$ cat config.mk
export PLATFORM = sky130hd
export DESIGN_NAME = i2c_bitbang_master
export DESIGN_NICKNAME = d
export VERILOG_FILES = /design/src/hw/rtl/i2cbb_pkg.sv /design/src/hw/rtl/i2c_bitbang_master.sv /design/src/hw/rtl/i2cbb_engine.sv
export SDC_FILE = /design/constraint.sdc
export NUM_CORES = 1
export LEC_CHECK = 0
export ABC_CLOCK_PERIOD_IN_PS = 13000
export BUFFER_PORTS_ARGS = -buffer_cell sky130_fd_sc_hd__buf_4
export CELL_PAD_IN_SITES_DETAIL_PLACEMENT = 1
export CELL_PAD_IN_SITES_GLOBAL_PLACEMENT = 2
export CORE_MARGIN = 2
export CORE_UTILIZATION = 25
export CTS_BUF_LIST = sky130_fd_sc_hd__clkbuf_4 sky130_fd_sc_hd__clkbuf_8
export DETAILED_ROUTE_END_ITERATION = 12
export PLACE_DENSITY = 0.58
export SETUP_SLACK_MARGIN = 0.02
export SKIP_CTS_REPAIR_TIMING = 1
export SLEW_MARGIN = 5
export SYNTH_ARGS = -nofsm -noshare
export SYNTH_HDL_FRONTEND = slang
export SYNTH_SLANG_ARGS = --single-unit
$ cat constraint.sdc
create_clock -name clk -period 13 [get_ports clk]
set_clock_uncertainty 0.05 [all_clocks]
set_input_delay 1.3 -clock clk [delete_from_list [all_inputs] [get_ports clk]]
set_output_delay 1.3 -clock clk [all_outputs]
set_load 0.02 [all_outputs]
$ cat src/hw/rtl/i2cbb_pkg.sv
// ----------------------------------------------------------------------------
// i2cbb_pkg: shared types and constants of the bit-banged I2C master
// Operation codes, beat layouts, configuration struct and register reset values.
// ----------------------------------------------------------------------------
`default_nettype none

package i2cbb_pkg;

	// Data bits moved per byte command
	localparam int unsigned BYTE_BITS = 8;

	// Operation codes of an input beat; the same code marks the active command
	localparam logic [2:0] OP_TICK  = 3'd0;
	localparam logic [2:0] OP_START = 3'd1;
	localparam logic [2:0] OP_STOP  = 3'd2;
	localparam logic [2:0] OP_WRITE = 3'd3;
	localparam logic [2:0] OP_READ  = 3'd4;
	localparam logic [2:0] OP_WAIT  = 3'd5;
	localparam logic [2:0] CMD_IDLE = 3'd0;

	// Configuration register indexes
	localparam logic [1:0] REG_PHASE_DELAY   = 2'd0;
	localparam logic [1:0] REG_POLL_INTERVAL = 2'd1;
	localparam logic [1:0] REG_POLL_LIMIT    = 2'd2;

	// Configuration reset values
	localparam logic [15:0] PHASE_DELAY_RST   = 16'd50;
	localparam logic [19:0] POLL_INTERVAL_RST = 20'd1000;
	localparam logic [15:0] POLL_LIMIT_RST    = 16'd1000;

	typedef struct packed {
		logic [15:0] poll_limit;
		logic [19:0] poll_interval_ticks;
		logic [15:0] phase_delay_ticks;
	} cfg_t;

	// Input beat, last member in the lowest bits
	typedef struct packed {
		logic [1:0]           pad;
		logic                 scl_sense;
		logic                 sda_sample;
		logic                 send_ack;
		logic [BYTE_BITS-1:0] data_byte;
		logic [2:0]           op;
	} item_t;

	// Result beat, last member in the lowest bits
	typedef struct packed {
		logic                 rejected;
		logic                 timeout_error;
		logic                 ack_fail;
		logic [BYTE_BITS-1:0] read_byte;
		logic                 done_res;
		logic                 busy_res;
		logic                 sda_drive;
		logic                 sda_level;
		logic                 scl_level;
	} res_t;

endpackage

`default_nettype wire

$ cat src/hw/rtl/i2c_bitbang_master.sv
// ----------------------------------------------------------------------------
// i2c_bitbang_master: bit-banged I2C master engine
// Each input beat is a tick or a command; each beat yields one result beat.
// ----------------------------------------------------------------------------
// Usage:
//   s_* carries input beats (op, data_byte, send_ack and the sensed SDA/SCL
//   levels); a tick beat advances time, a command beat starts start, stop,
//   write byte, read byte or SCL stretch wait. m_* returns one result beat per
//   input beat: pin levels, busy/done, the last read byte and error flags.
//   cfg_* writes the phase delay, poll interval and poll limit registers; it
//   is always ready and should only be used while the engine is idle.
//   The result of a beat goes into the output register, or into the skid
//   register while the receiver stalls. One beat is taken every cycle while
//   s_tready is high; the engine state updates once per beat. A two-entry output
//   buffer (output register plus skid register) decouples m_tready from s_tready.
//   When the receiver stalls, one further beat is held in the skid register
//   and s_tready then drops until the receiver takes a beat.
//   Reset: engine idle, SCL and SDA latches high with SDA driven, read byte
//   and error flags zero, registers at 50 / 1000 / 1000, buffer empty.
// ----------------------------------------------------------------------------
`default_nettype none

module i2c_bitbang_master (
	input  wire         clk,
	input  wire         arst_n,
	input  wire         s_tvalid,
	output logic        s_tready,
	// [2:0] op, [10:3] data_byte, [11] send_ack, [12] sda_sample,
	// [13] scl_sense, [15:14] zero
	input  wire  [15:0] s_tdata,
	output logic        m_tvalid,
	input  wire         m_tready,
	// [0] scl_level, [1] sda_level, [2] sda_drive, [3] busy_res, [4] done_res,
	// [12:5] read_byte, [13] ack_fail, [14] timeout_error, [15] rejected
	output logic [15:0] m_tdata,
	input  wire         cfg_valid,
	output logic        cfg_ready,
	input  wire  [1:0]  cfg_index,
	input  wire  [19:0] cfg_data
);

	i2cbb_pkg::cfg_t  cfg_q;
	i2cbb_pkg::item_t item;
	i2cbb_pkg::res_t  res;
	i2cbb_pkg::res_t  out_q, skid_q;
	logic             out_vld_q, skid_vld_q;
	logic             s_acc;

	assign item = s_tdata;
	assign s_tready = ~skid_vld_q;
	assign s_acc = s_tvalid & s_tready;
	assign cfg_ready = 1'b1;

	// configuration registers
	always_ff @(posedge clk or negedge arst_n) begin
		if (!arst_n) begin
			cfg_q.phase_delay_ticks <= i2cbb_pkg::PHASE_DELAY_RST;
			cfg_q.poll_interval_ticks <= i2cbb_pkg::POLL_INTERVAL_RST;
			cfg_q.poll_limit <= i2cbb_pkg::POLL_LIMIT_RST;
		end else if (cfg_valid) begin
			case (cfg_index)
				i2cbb_pkg::REG_PHASE_DELAY:   cfg_q.phase_delay_ticks <= cfg_data[15:0];
				i2cbb_pkg::REG_POLL_INTERVAL: cfg_q.poll_interval_ticks <= cfg_data;
				i2cbb_pkg::REG_POLL_LIMIT:    cfg_q.poll_limit <= cfg_data[15:0];
				default: ;
			endcase
		end
	end

	i2cbb_engine u_engine (
		.clk      (clk),
		.arst_n   (arst_n),
		.item_acc (s_acc),
		.item     (item),
		.cfg      (cfg_q),
		.res      (res)
	);

	// output register with skid stage
	always_ff @(posedge clk or negedge arst_n) begin
		if (!arst_n) begin
			out_vld_q <= 1'b0;
			skid_vld_q <= 1'b0;
		end else if (out_vld_q && m_tready) begin
			if (skid_vld_q) begin
				skid_vld_q <= 1'b0;
			end else begin
				out_vld_q <= s_acc;
			end
		end else if (!out_vld_q) begin
			out_vld_q <= s_acc;
		end else if (s_acc) begin
			skid_vld_q <= 1'b1;
		end
	end

	always_ff @(posedge clk) begin
		if ((out_vld_q && m_tready) || !out_vld_q) begin
			out_q <= skid_vld_q ? skid_q : res;
		end else if (s_acc) begin
			skid_q <= res;
		end
	end

	assign m_tvalid = out_vld_q;
	assign m_tdata = out_q;

endmodule

`default_nettype wire

$ cat src/hw/rtl/i2cbb_engine.sv
// ----------------------------------------------------------------------------
// i2cbb_engine: command state and pin sequencing
// Holds the command, phase, counters and pin latches; one beat per cycle.
// ----------------------------------------------------------------------------
`default_nettype none

module i2cbb_engine (
	input  wire               clk,
	input  wire               arst_n,
	input  wire               item_acc,
	input  i2cbb_pkg::item_t  item,
	input  i2cbb_pkg::cfg_t   cfg,
	output i2cbb_pkg::res_t   res
);

	logic [2:0]  cmd_q, cmd_d;
	logic [2:0]  phase_q, phase_d;
	logic [3:0]  bit_q, bit_d;
	logic [7:0]  shift_q, shift_d;
	logic [19:0] delay_q, delay_d;
	logic [15:0] poll_q, poll_d;
	logic        ack_q, ack_d;
	logic [1:0]  err_q, err_d;
	logic        scl_q, scl_d;
	logic        rel_q, rel_d;
	logic        sda_q, sda_d;
	logic        drv_q, drv_d;
	logic [7:0]  read_q, read_d;

	logic        done, rej, enter, fin;
	logic [2:0]  enter_ph;
	logic [19:0] hold_ticks, interval_ticks;
	logic [15:0] lim;

	// zero-valued registers act as one
	assign hold_ticks = (cfg.phase_delay_ticks == 16'd0) ? 20'd1
		: {4'd0, cfg.phase_delay_ticks};
	assign interval_ticks = (cfg.poll_interval_ticks == 20'd0) ? 20'd1
		: cfg.poll_interval_ticks;
	assign lim = (cfg.poll_limit == 16'd0) ? 16'd1 : cfg.poll_limit;

	// next state for the accepted beat
	always_comb begin
		cmd_d = cmd_q; phase_d = phase_q; bit_d = bit_q; shift_d = shift_q;
		delay_d = delay_q; poll_d = poll_q; ack_d = ack_q; err_d = err_q;
		scl_d = scl_q; rel_d = rel_q; sda_d = sda_q; drv_d = drv_q; read_d = read_q;
		done = 1'b0; rej = 1'b0; enter = 1'b0; fin = 1'b0; enter_ph = 3'd0;

		if (item_acc) begin
			if (item.op == i2cbb_pkg::OP_TICK) begin
				if (cmd_q != i2cbb_pkg::CMD_IDLE) begin
					delay_d = delay_q - 20'd1;
					if (delay_d == 20'd0) begin
						// phase over: act on its end
						case (cmd_q)
							i2cbb_pkg::OP_START, i2cbb_pkg::OP_STOP: begin
								if (phase_q >= 3'd3) fin = 1'b1;
								else begin
									enter = 1'b1;
									enter_ph = phase_q + 3'd1;
								end
							end
							i2cbb_pkg::OP_WRITE: begin
								if (phase_q == 3'd2) begin
									shift_d = {shift_q[6:0], 1'b0};
									bit_d = bit_q + 4'd1;
									enter = 1'b1;
									enter_ph = (bit_d < 4'(i2cbb_pkg::BYTE_BITS)) ? 3'd0 : 3'd3;
								end else if (phase_q == 3'd3) begin
									// acknowledge sample
									if (item.sda_sample) err_d[0] = 1'b1;
									scl_d = 1'b0;
									drv_d = 1'b1;
									enter = 1'b1;
									enter_ph = 3'd4;
								end else if (phase_q >= 3'd4) begin
									fin = 1'b1;
								end else begin
									enter = 1'b1;
									enter_ph = phase_q + 3'd1;
								end
							end
							i2cbb_pkg::OP_READ: begin
								if (phase_q == 3'd0) begin
									shift_d = shift_q | {7'd0, item.sda_sample};
									enter = 1'b1;
									enter_ph = 3'd1;
								end else if (phase_q == 3'd2) begin
									bit_d = bit_q + 4'd1;
									enter = 1'b1;
									enter_ph = (bit_d < 4'(i2cbb_pkg::BYTE_BITS)) ? 3'd0 : 3'd3;
								end else if (phase_q >= 3'd5) begin
									scl_d = 1'b0;
									read_d = shift_q;
									fin = 1'b1;
								end else begin
									enter = 1'b1;
									enter_ph = phase_q + 3'd1;
								end
							end
							i2cbb_pkg::OP_WAIT: begin
								if (item.scl_sense) begin
									rel_d = 1'b0;
									fin = 1'b1;
								end else begin
									poll_d = poll_q + 16'd1;
									if (poll_d >= lim) begin
										err_d[1] = 1'b1;
										rel_d = 1'b0;
										fin = 1'b1;
									end else begin
										delay_d = interval_ticks;
									end
								end
							end
							default: fin = 1'b1;
						endcase
						if (fin) begin
							cmd_d = i2cbb_pkg::CMD_IDLE;
							phase_d = 3'd0;
							done = 1'b1;
						end
					end
				end
			end else if (item.op <= i2cbb_pkg::OP_WAIT) begin
				if (cmd_q != i2cbb_pkg::CMD_IDLE) begin
					rej = 1'b1;
				end else begin
					// new command
					cmd_d = item.op;
					err_d = 2'd0;
					bit_d = 4'd0;
					poll_d = 16'd0;
					if (item.op == i2cbb_pkg::OP_WRITE) begin
						shift_d = item.data_byte;
					end else if (item.op == i2cbb_pkg::OP_READ) begin
						ack_d = item.send_ack;
						shift_d = 8'd0;
						drv_d = 1'b0;
						sda_d = 1'b1;
					end
					enter = 1'b1;
					enter_ph = 3'd0;
				end
			end
		end

		// pin action of the phase being entered
		if (enter) begin
			phase_d = enter_ph;
			delay_d = hold_ticks;
			case (cmd_d)
				i2cbb_pkg::OP_START: begin
					if (enter_ph == 3'd0) begin sda_d = 1'b1; drv_d = 1'b1; end
					else if (enter_ph == 3'd1) scl_d = 1'b1;
					else if (enter_ph == 3'd2) sda_d = 1'b0;
					else scl_d = 1'b0;
				end
				i2cbb_pkg::OP_STOP: begin
					if (enter_ph == 3'd0) begin sda_d = 1'b0; drv_d = 1'b1; end
					else if (enter_ph == 3'd1) scl_d = 1'b1;
					else if (enter_ph == 3'd2) sda_d = 1'b1;
					else scl_d = 1'b0;
				end
				i2cbb_pkg::OP_WRITE: begin
					if (enter_ph == 3'd0) begin sda_d = shift_d[7]; drv_d = 1'b1; end
					else if (enter_ph == 3'd1) scl_d = 1'b1;
					else if (enter_ph == 3'd2) scl_d = 1'b0;
					else if (enter_ph == 3'd3) begin drv_d = 1'b0; scl_d = 1'b1; end
				end
				i2cbb_pkg::OP_READ: begin
					if (enter_ph == 3'd0) begin
						scl_d = 1'b1;
						shift_d = {shift_d[6:0], 1'b0};
					end
					else if (enter_ph == 3'd2) scl_d = 1'b0;
					else if (enter_ph == 3'd3) drv_d = 1'b1;
					else if (enter_ph == 3'd4) sda_d = ~ack_d;
					else if (enter_ph == 3'd5) scl_d = 1'b1;
				end
				i2cbb_pkg::OP_WAIT: begin
					rel_d = 1'b1;
					delay_d = interval_ticks;
				end
				default: ;
			endcase
		end
	end

	// result fields follow the updated state
	always_comb begin
		res.scl_level     = rel_d | scl_d;
		res.sda_level     = sda_d;
		res.sda_drive     = drv_d;
		res.busy_res      = (cmd_d != i2cbb_pkg::CMD_IDLE);
		res.done_res      = done;
		res.read_byte     = read_d;
		res.ack_fail      = err_d[0];
		res.timeout_error = err_d[1];
		res.rejected      = rej;
	end

	always_ff @(posedge clk or negedge arst_n) begin
		if (!arst_n) begin
			cmd_q <= i2cbb_pkg::CMD_IDLE;
			phase_q <= 3'd0;
			bit_q <= 4'd0;
			shift_q <= 8'd0;
			delay_q <= 20'd0;
			poll_q <= 16'd0;
			ack_q <= 1'b0;
			err_q <= 2'd0;
			scl_q <= 1'b1;
			rel_q <= 1'b0;
			sda_q <= 1'b1;
			drv_q <= 1'b1;
			read_q <= 8'd0;
		end else begin
			cmd_q <= cmd_d;
			phase_q <= phase_d;
			bit_q <= bit_d;
			shift_q <= shift_d;
			delay_q <= delay_d;
			poll_q <= poll_d;
			ack_q <= ack_d;
			err_q <= err_d;
			scl_q <= scl_d;
			rel_q <= rel_d;
			sda_q <= sda_d;
			drv_q <= drv_d;
			read_q <= read_d;
		end
	end

endmodule

`default_nettype wire

* Word-level counts from Yosys, hierarchy flattened *
Cells that the tools add are included.

operators by class
  add/sub/neg operators = 4
  magnitude comparators = 6
  eq/ne operators = 29
  muxes and demuxes = 211
  bitwise gates (word level) = 6
  reduce and logical (&&, ||, !) cells = 32

operators with widths
  operator                                             number
  two-way mux 20 bit                                   10
  two-way mux 8 bit                                    21
  two-way mux 16 bit                                   10
  two-way mux 1 bit                                    123
  two-way mux 3 bit                                    24
  zero test 20 bit                                     2
  zero test 16 bit                                     2
  two-way mux 4 bit                                    7
  == test 3 x 2 -> 1 bit (second input constant)       9
  == test 3 bit (second input constant)                7
  subtractor 20 x 1 -> 20 bit (second input constant)  1
  adder 16 x 1 -> 16 bit (second input constant)       1
  >= comparator 16 bit                                 1
  one-hot mux 8 bit (2 select lines)                   1
  nonzero test 2 bit                                   8
  two-way mux 2 bit                                    7
  AND reduction 7 bit                                  2
  inequality test 2 bit (second input constant)        5
  AND reduction 2 bit                                  5
  == test 3 x 1 -> 1 bit (second input constant)       3
  zero test 3 bit                                      3
  one-hot mux 1 bit (3 select lines)                   3
  one-hot mux 3 bit (3 select lines)                   1
  OR 8 x 1 -> 8 bit                                    1
  24 further kinds                                     31

word-level totals
  register bits = 155
  bits of input ports = 43
  output and inout bits = 19
  logic and storage cells = 324

* Logic depth before layout (Yosys ltp) *
  depth in word-level cells = 21
  mapped depth = 20
  mapped depth without buffers = 19

* By module *
From an unflattened synthesis, not the netlist that was laid out.

unflattened totals
  cells, all modules = 907
  area total of the unflattened synthesis = 9082.5 µm²

modules (own cells, without submodules)
  module              instances  cells each  area an instance (µm²)  seq. area each (µm²)
  i2cbb_engine        1          734         5853.1                  1730.4
  i2c_bitbang_master  1          173         3229.3                  2331.0

* Least setup slack after synthesis *
Ideal clock, no wire load.

  kind = register to register
  start point = register u_engine.delay_q[4]
  end point = register u_engine.shift_q[3]
  library setup time = 129 ps
  arrival time = 3989 ps
  data required time = 12821 ps
  setup slack = 8832 ps
  stages on the path, launching flop included = 15
  path buffers = 4
  period minus slack after synthesis = 4168 ps
  path through = dfrtp_1 -> buf_6 -> or4_4 -> or4b_1 -> buf_2 -> o21a_1 -> or4_1 -> or3_1 -> buf_4 -> o31a_4 -> nor4b_4 -> buf_6 -> mux2_1 -> o21ai_1 -> o211ai_2

on the way
  longest elaborated chain between the ends = 10
  elaborated cells on any way between the ends = 23
  those cells by class = add/sub: 1; eq/ne: 1; mux: 19; reduce/logical: 2

RTL lines
  item                             line                 source
  from (decl)                      i2cbb_engine.sv:20   logic [19:0] delay_q, delay_d;
  from (signal assigned)           i2cbb_engine.sv:223  delay_q <= delay_d;
  subtractor 20 x 1 -> 20 bit (*)  i2cbb_engine.sv:52   delay_d = delay_q - 20'd1;
  zero test 20 bit (*)             i2cbb_engine.sv:53   if (delay_d == 20'd0) begin
  two-way mux 3 bit                i2cbb_engine.sv:53
  two-way mux 3 bit                i2cbb_engine.sv:51   if (cmd_q != i2cbb_pkg::CMD_IDLE) begin
  two-way mux 3 bit                i2cbb_engine.sv:50   if (item.op == i2cbb_pkg::OP_TICK) begin
  two-way mux 3 bit                i2cbb_engine.sv:49   if (item_acc) begin
  zero test 3 bit                  i2cbb_engine.sv:172  if (enter_ph == 3'd0) begin
  two-way mux 8 bit                i2cbb_engine.sv:172
  two-way mux 8 bit                i2cbb_engine.sv:152  case (cmd_d)
  two-way mux 8 bit (*)            i2cbb_engine.sv:149  if (enter) begin
  named net u_engine.shift_d[3]    i2cbb_engine.sv:19   logic [7:0] shift_q, shift_d;
  to (signal assigned)             i2cbb_engine.sv:222  shift_q <= shift_d;
  to (decl)                        i2cbb_engine.sv:19

The timed path passes the listed nets; every way through them passes the cells marked *.
A chain may end at the register's enable or synchronous reset.

* Final worst setup path *
  start point = register u_engine.poll_q[2]
  end point = register u_engine.delay_q[11]

on the way
  longest elaborated chain between the ends = 17
  elaborated cells on any way between the ends = 24
  those cells by class = add/sub: 1; order compare: 1; eq/ne: 1; mux: 21

RTL lines
  item                                line                 source
  from (decl)                         i2cbb_engine.sv:21   logic [15:0] poll_q, poll_d;
  from (signal assigned)              i2cbb_engine.sv:224  poll_q <= poll_d;
  adder 16 x 1 -> 16 bit (*)          i2cbb_engine.sv:106  poll_d = poll_q + 16'd1;
  >= comparator 16 bit (*)            i2cbb_engine.sv:107  if (poll_d >= lim) begin
  two-way mux 1 bit                   i2cbb_engine.sv:107
  two-way mux 1 bit                   i2cbb_engine.sv:102  if (item.scl_sense) begin
  one-hot mux 1 bit (4 select lines)  i2cbb_engine.sv:55   case (cmd_q)
  two-way mux 1 bit                   i2cbb_engine.sv:53
  two-way mux 1 bit                   i2cbb_engine.sv:51
  two-way mux 1 bit                   i2cbb_engine.sv:50
  two-way mux 1 bit                   i2cbb_engine.sv:49
  two-way mux 3 bit                   i2cbb_engine.sv:118  if (fin) begin
  two-way mux 3 bit                   i2cbb_engine.sv:53
  two-way mux 3 bit                   i2cbb_engine.sv:51
  two-way mux 3 bit                   i2cbb_engine.sv:50
  two-way mux 3 bit                   i2cbb_engine.sv:49
  == test 3 bit                       i2cbb_engine.sv:152
  two-way mux 20 bit                  i2cbb_engine.sv:152
  two-way mux 20 bit (*)              i2cbb_engine.sv:149

Every way passes the cells marked *; elsewhere a longest branch is shown, timed or not. The select of a mux whose other input is x is not followed.

==> key figures <==
GRT
  – Pin count of the biggest net entering global routing: 71
  – Grt total ovfl: 0
  – Total GRT Usage: 0.158
  – Vias in the first global route: 7676
  – Antenna violations before repair: 0
  – First-pass GRT wire length: 46400 µm

Yosys
  – Post-synth EDFFs: 32
  – Cell with the most instances after synthesis: nand2_1
  – Cell count after synthesis: 941
  – Syn avg cell area: 9.68 µm²
  – Syn. warnings: 0
  – Ys flop type: dfrtp_1
  – #FFs+latches synth: 155
  – Post-synth top area share: 0.288
  – Yosys top cell by area: dfrtp_1
  – Net Count, Synth: 1011
  – Area contributors post-synth: dfrtp_1, edfxtp_1, mux2_2, dfstp_2, nand2_1
  – Synth cell types: 84
  – Register area share after synthesis: 0.446
  – Synthesized area: 9110 µm²
  – Asr flop ratio synth: 0.794
  – Top cells by count, synth: nand2_1, dfrtp_1, nor2_1, mux2_2, o21ai_0

Flow run
  – # Max-Cap Violations: 0

Drt
  – WL met2: 13600 µm
  – DRT Pass-1 Iters: 5
  – Met1 wire length: 14300 µm
  – Via count: 7317
  – Final antenna-violating net count: 0
  – Avg WL per Cell: 19.9 µm
  – Routed vias/inst: 5.02
  – Initial DRC count: 249
  – Max layer used: met4
  – Post-Route WL: 29000 µm
  – Remaining DRCs: 0
  – Metal3 WL: 801 µm

Timing
  – Max frequency: 163 MHz
  – Slew headroom: 0.348
  – Tmin final: 6.14 ns
  – Final period util: 0.472
  – RSZ-0062 raised after global routing: false
  – Final Hold Fails: 0
  – Final WS setup: 6.86 ns
  – Final setup vio count: 0
  – Slew Viols, Final: 0
  – Hold_ws: 0.445 ns
  – Setup_tns: 0 ns
  – Slew at the pin closest to its max-slew limit: 0.964 ns

Floorplan
  – Die W: 195 µm
  – Top Ports: 62
  – Initial Util: 0.255
  – Core area: 35700 µm²
  – # rows: 69
  – Die area: 38000 µm²
  – Chip height: 195 µm

Clock network
  – Clock buffer depth: 2
  – Clk root buf: clkbuf_8
  – Clk Latency, worst-skew pair: 0.49 ns
  – TritonCTS sink count: 155
  – CTS tree: yes
  – CTS buffer count: 17
  – Depth of the CTS H-tree: 4
  – Clock-pin slew on the worst setup and hold paths: 0.09 ns

Setup path
  – Setup CP Type: flop to flop
  – CP Data Arrival Time: 6.46 ns
  – Maximum fanout along the worst path: 13
  – CP Capture Type: flop
  – Startpoint Class: flop
  – CP required: 13.33 ns

Layout
  – Area Overhead vs Synth: 14.5%
  – Diode count: 0
  – Final nets: 1054
  – Share of cells above drive strength 1: 0.214
  – Layout Utilization: 0.292

Pwr
  – Power share of the sequential group: 0.424
  – Logic pwr share: 0.355
  – Net Sw Frac: 0.396
  – Sw power: 709 µW
  – Max VDD drop: 0.0763 mV
  – Leakage: 0.00431 µW
  – Clock network fraction of design power: 0.221
  – Power Dens Cells: 172 nW/µm²
  – P_int: 1080 µW
  – Total power: 1790 µW

Placement
  – Final GP Congestion: 0.766
  – # port buffers: 58
  – Final HPWL DP: 21500 µm
  – Pre-CTS setup slack: 6.84 ns

Status
  – Status: completed

Hold path
  – Min-Delay Path Class: flop to flop
logic make-up (layout without fill, tap and decap cells):
kind of cell | Yosys count | after routing | share of synthesized area
other | 1 | 1 | 0.000412
DFF | 155 | 155 | 0.446
muxes | 81 | 81 | 0.0989
buffers and inverters | 83 | 139 | 0.0378
adders and majority gates | 27 | 27 | 0.0371
and+or+nand+nor | 354 | 354 | 0.199
xor gates and xnor gates | 24 | 24 | 0.0231
AOI/OAI and AO/OA | 216 | 216 | 0.158
stage by stage:
step,cell area (µm²),std cells
6_report,10400,1458
4_1_cts,10400,1458
3_3_place_gp,10000,1426
2_1_floorplan,9110,941
5_1_grt,10400,1458
3_5_place_dp,10000,1426
critical path, stage by stage, from the launching register on:
cell and delay, ns:
dfrtp_1 0.45, nand3_1 0.13, nor2_1 0.13, and2_1 0.17, nor2b_1 0.40, nand2_1 0.11, nor2_1 0.27, and3_1 0.23
xor2_1 0.22, ha_1 0.30, a21oi_1 0.16, o21ai_0 0.17, a31oi_1 0.33, nand3_1 0.36, o2111ai_2 0.56, nand4b_1 0.67
o21bai_2 0.90, nand2_1 0.11, o22ai_1 0.25, nor2_1 0.06
sequential cells by signal, indices dropped and copies added, names as in the netlist:
name / flops
u_engine.cmd_q: 3
skid_vld_q: 1
skid_q: 16
u_engine.drv_q: 1
u_engine.sda_q: 1
u_engine.rel_q: 1
u_engine.ack_q: 1
cfg_q: 52
u_engine.read_q: 8
u_engine.phase_q: 3
u_engine.shift_q: 8
u_engine.scl_q: 1
m_tdata: 16
u_engine.delay_q: 20
u_engine.poll_q: 16
m_tvalid: 1
u_engine.bit_q: 4
u_engine.err_q: 2
area by class of cell:
| class | count | area, µm² |
|---|---|---|
| inverters | 37 | 139 |
| multi-input cells | 703 | 4710 |
| fillers | 4174 | 25300 |
| well taps | 461 | 577 |
| clock inverters | 11 | 145 |
| flip-flops and latches | 155 | 4060 |
| repair buffers | 70 | 529 |
| clock buffers | 21 | 270 |
cell usage in the layout (no fill, tap or decap), types with 10 or more instances in the layout:
master    instances
a31oi_1          12
nand2_1         106
xnor2_1          14
edfxtp_1         32
nor3_1           20
dfstp_2          18
xor2_1           10
inv_1            35
nand2b_1         14
o21ai_0          62
ha_1             27
and3_1           13
o31ai_1          11
or3_1            14
mux2_2           70
nor4_1           19
clkbuf_8         18
buf_4            69
dfrtp_1         105
a21oi_1          41
or4_1            10
nor2_1           72
nand3_1          29
metal layers:
layer,vias up,GRT usage
li1,3546,-
met1,3665,0.214
met2,94,0.257
met3,12,0.0338
met4,0,0.0399
met5,-,0
power by group through the flow:
stage / combinational (µW) / sequential, µW / clock, µW
2_1_floorplan: 456 / 721 / 0
3_3_place_gp: 638 / 767 / 0
3_5_place_dp: 639 / 769 / 0
4_1_cts: 643 / 759 / 415
5_1_grt: 706 / 781 / 436
6_report: 635 / 760 / 396
final timing paths:
| check | start | endpoint | slack, ns | cells after the start |
|---|---|---|---|---|
| setup / recovery | u_engine.poll_q[2] | u_engine.delay_q[11] | 6.86 | 19 |
| setup reg to reg | u_engine.poll_q[2] | u_engine.delay_q[11] | 6.86 | 19 |
| min in group asynchronous | arst_n | u_engine.read_q[1] | 0.79 | 1 |
| hold reg to reg | u_engine.poll_q[5] | u_engine.poll_q[5] | 0.45 | 2 |
| max in group asynchronous | arst_n | u_engine.poll_q[3] | 10.87 | 2 |
| hold / removal | u_engine.poll_q[5] | u_engine.poll_q[5] | 0.45 | 2 |
Note: power is estimated with default switching activity, not from simulation.
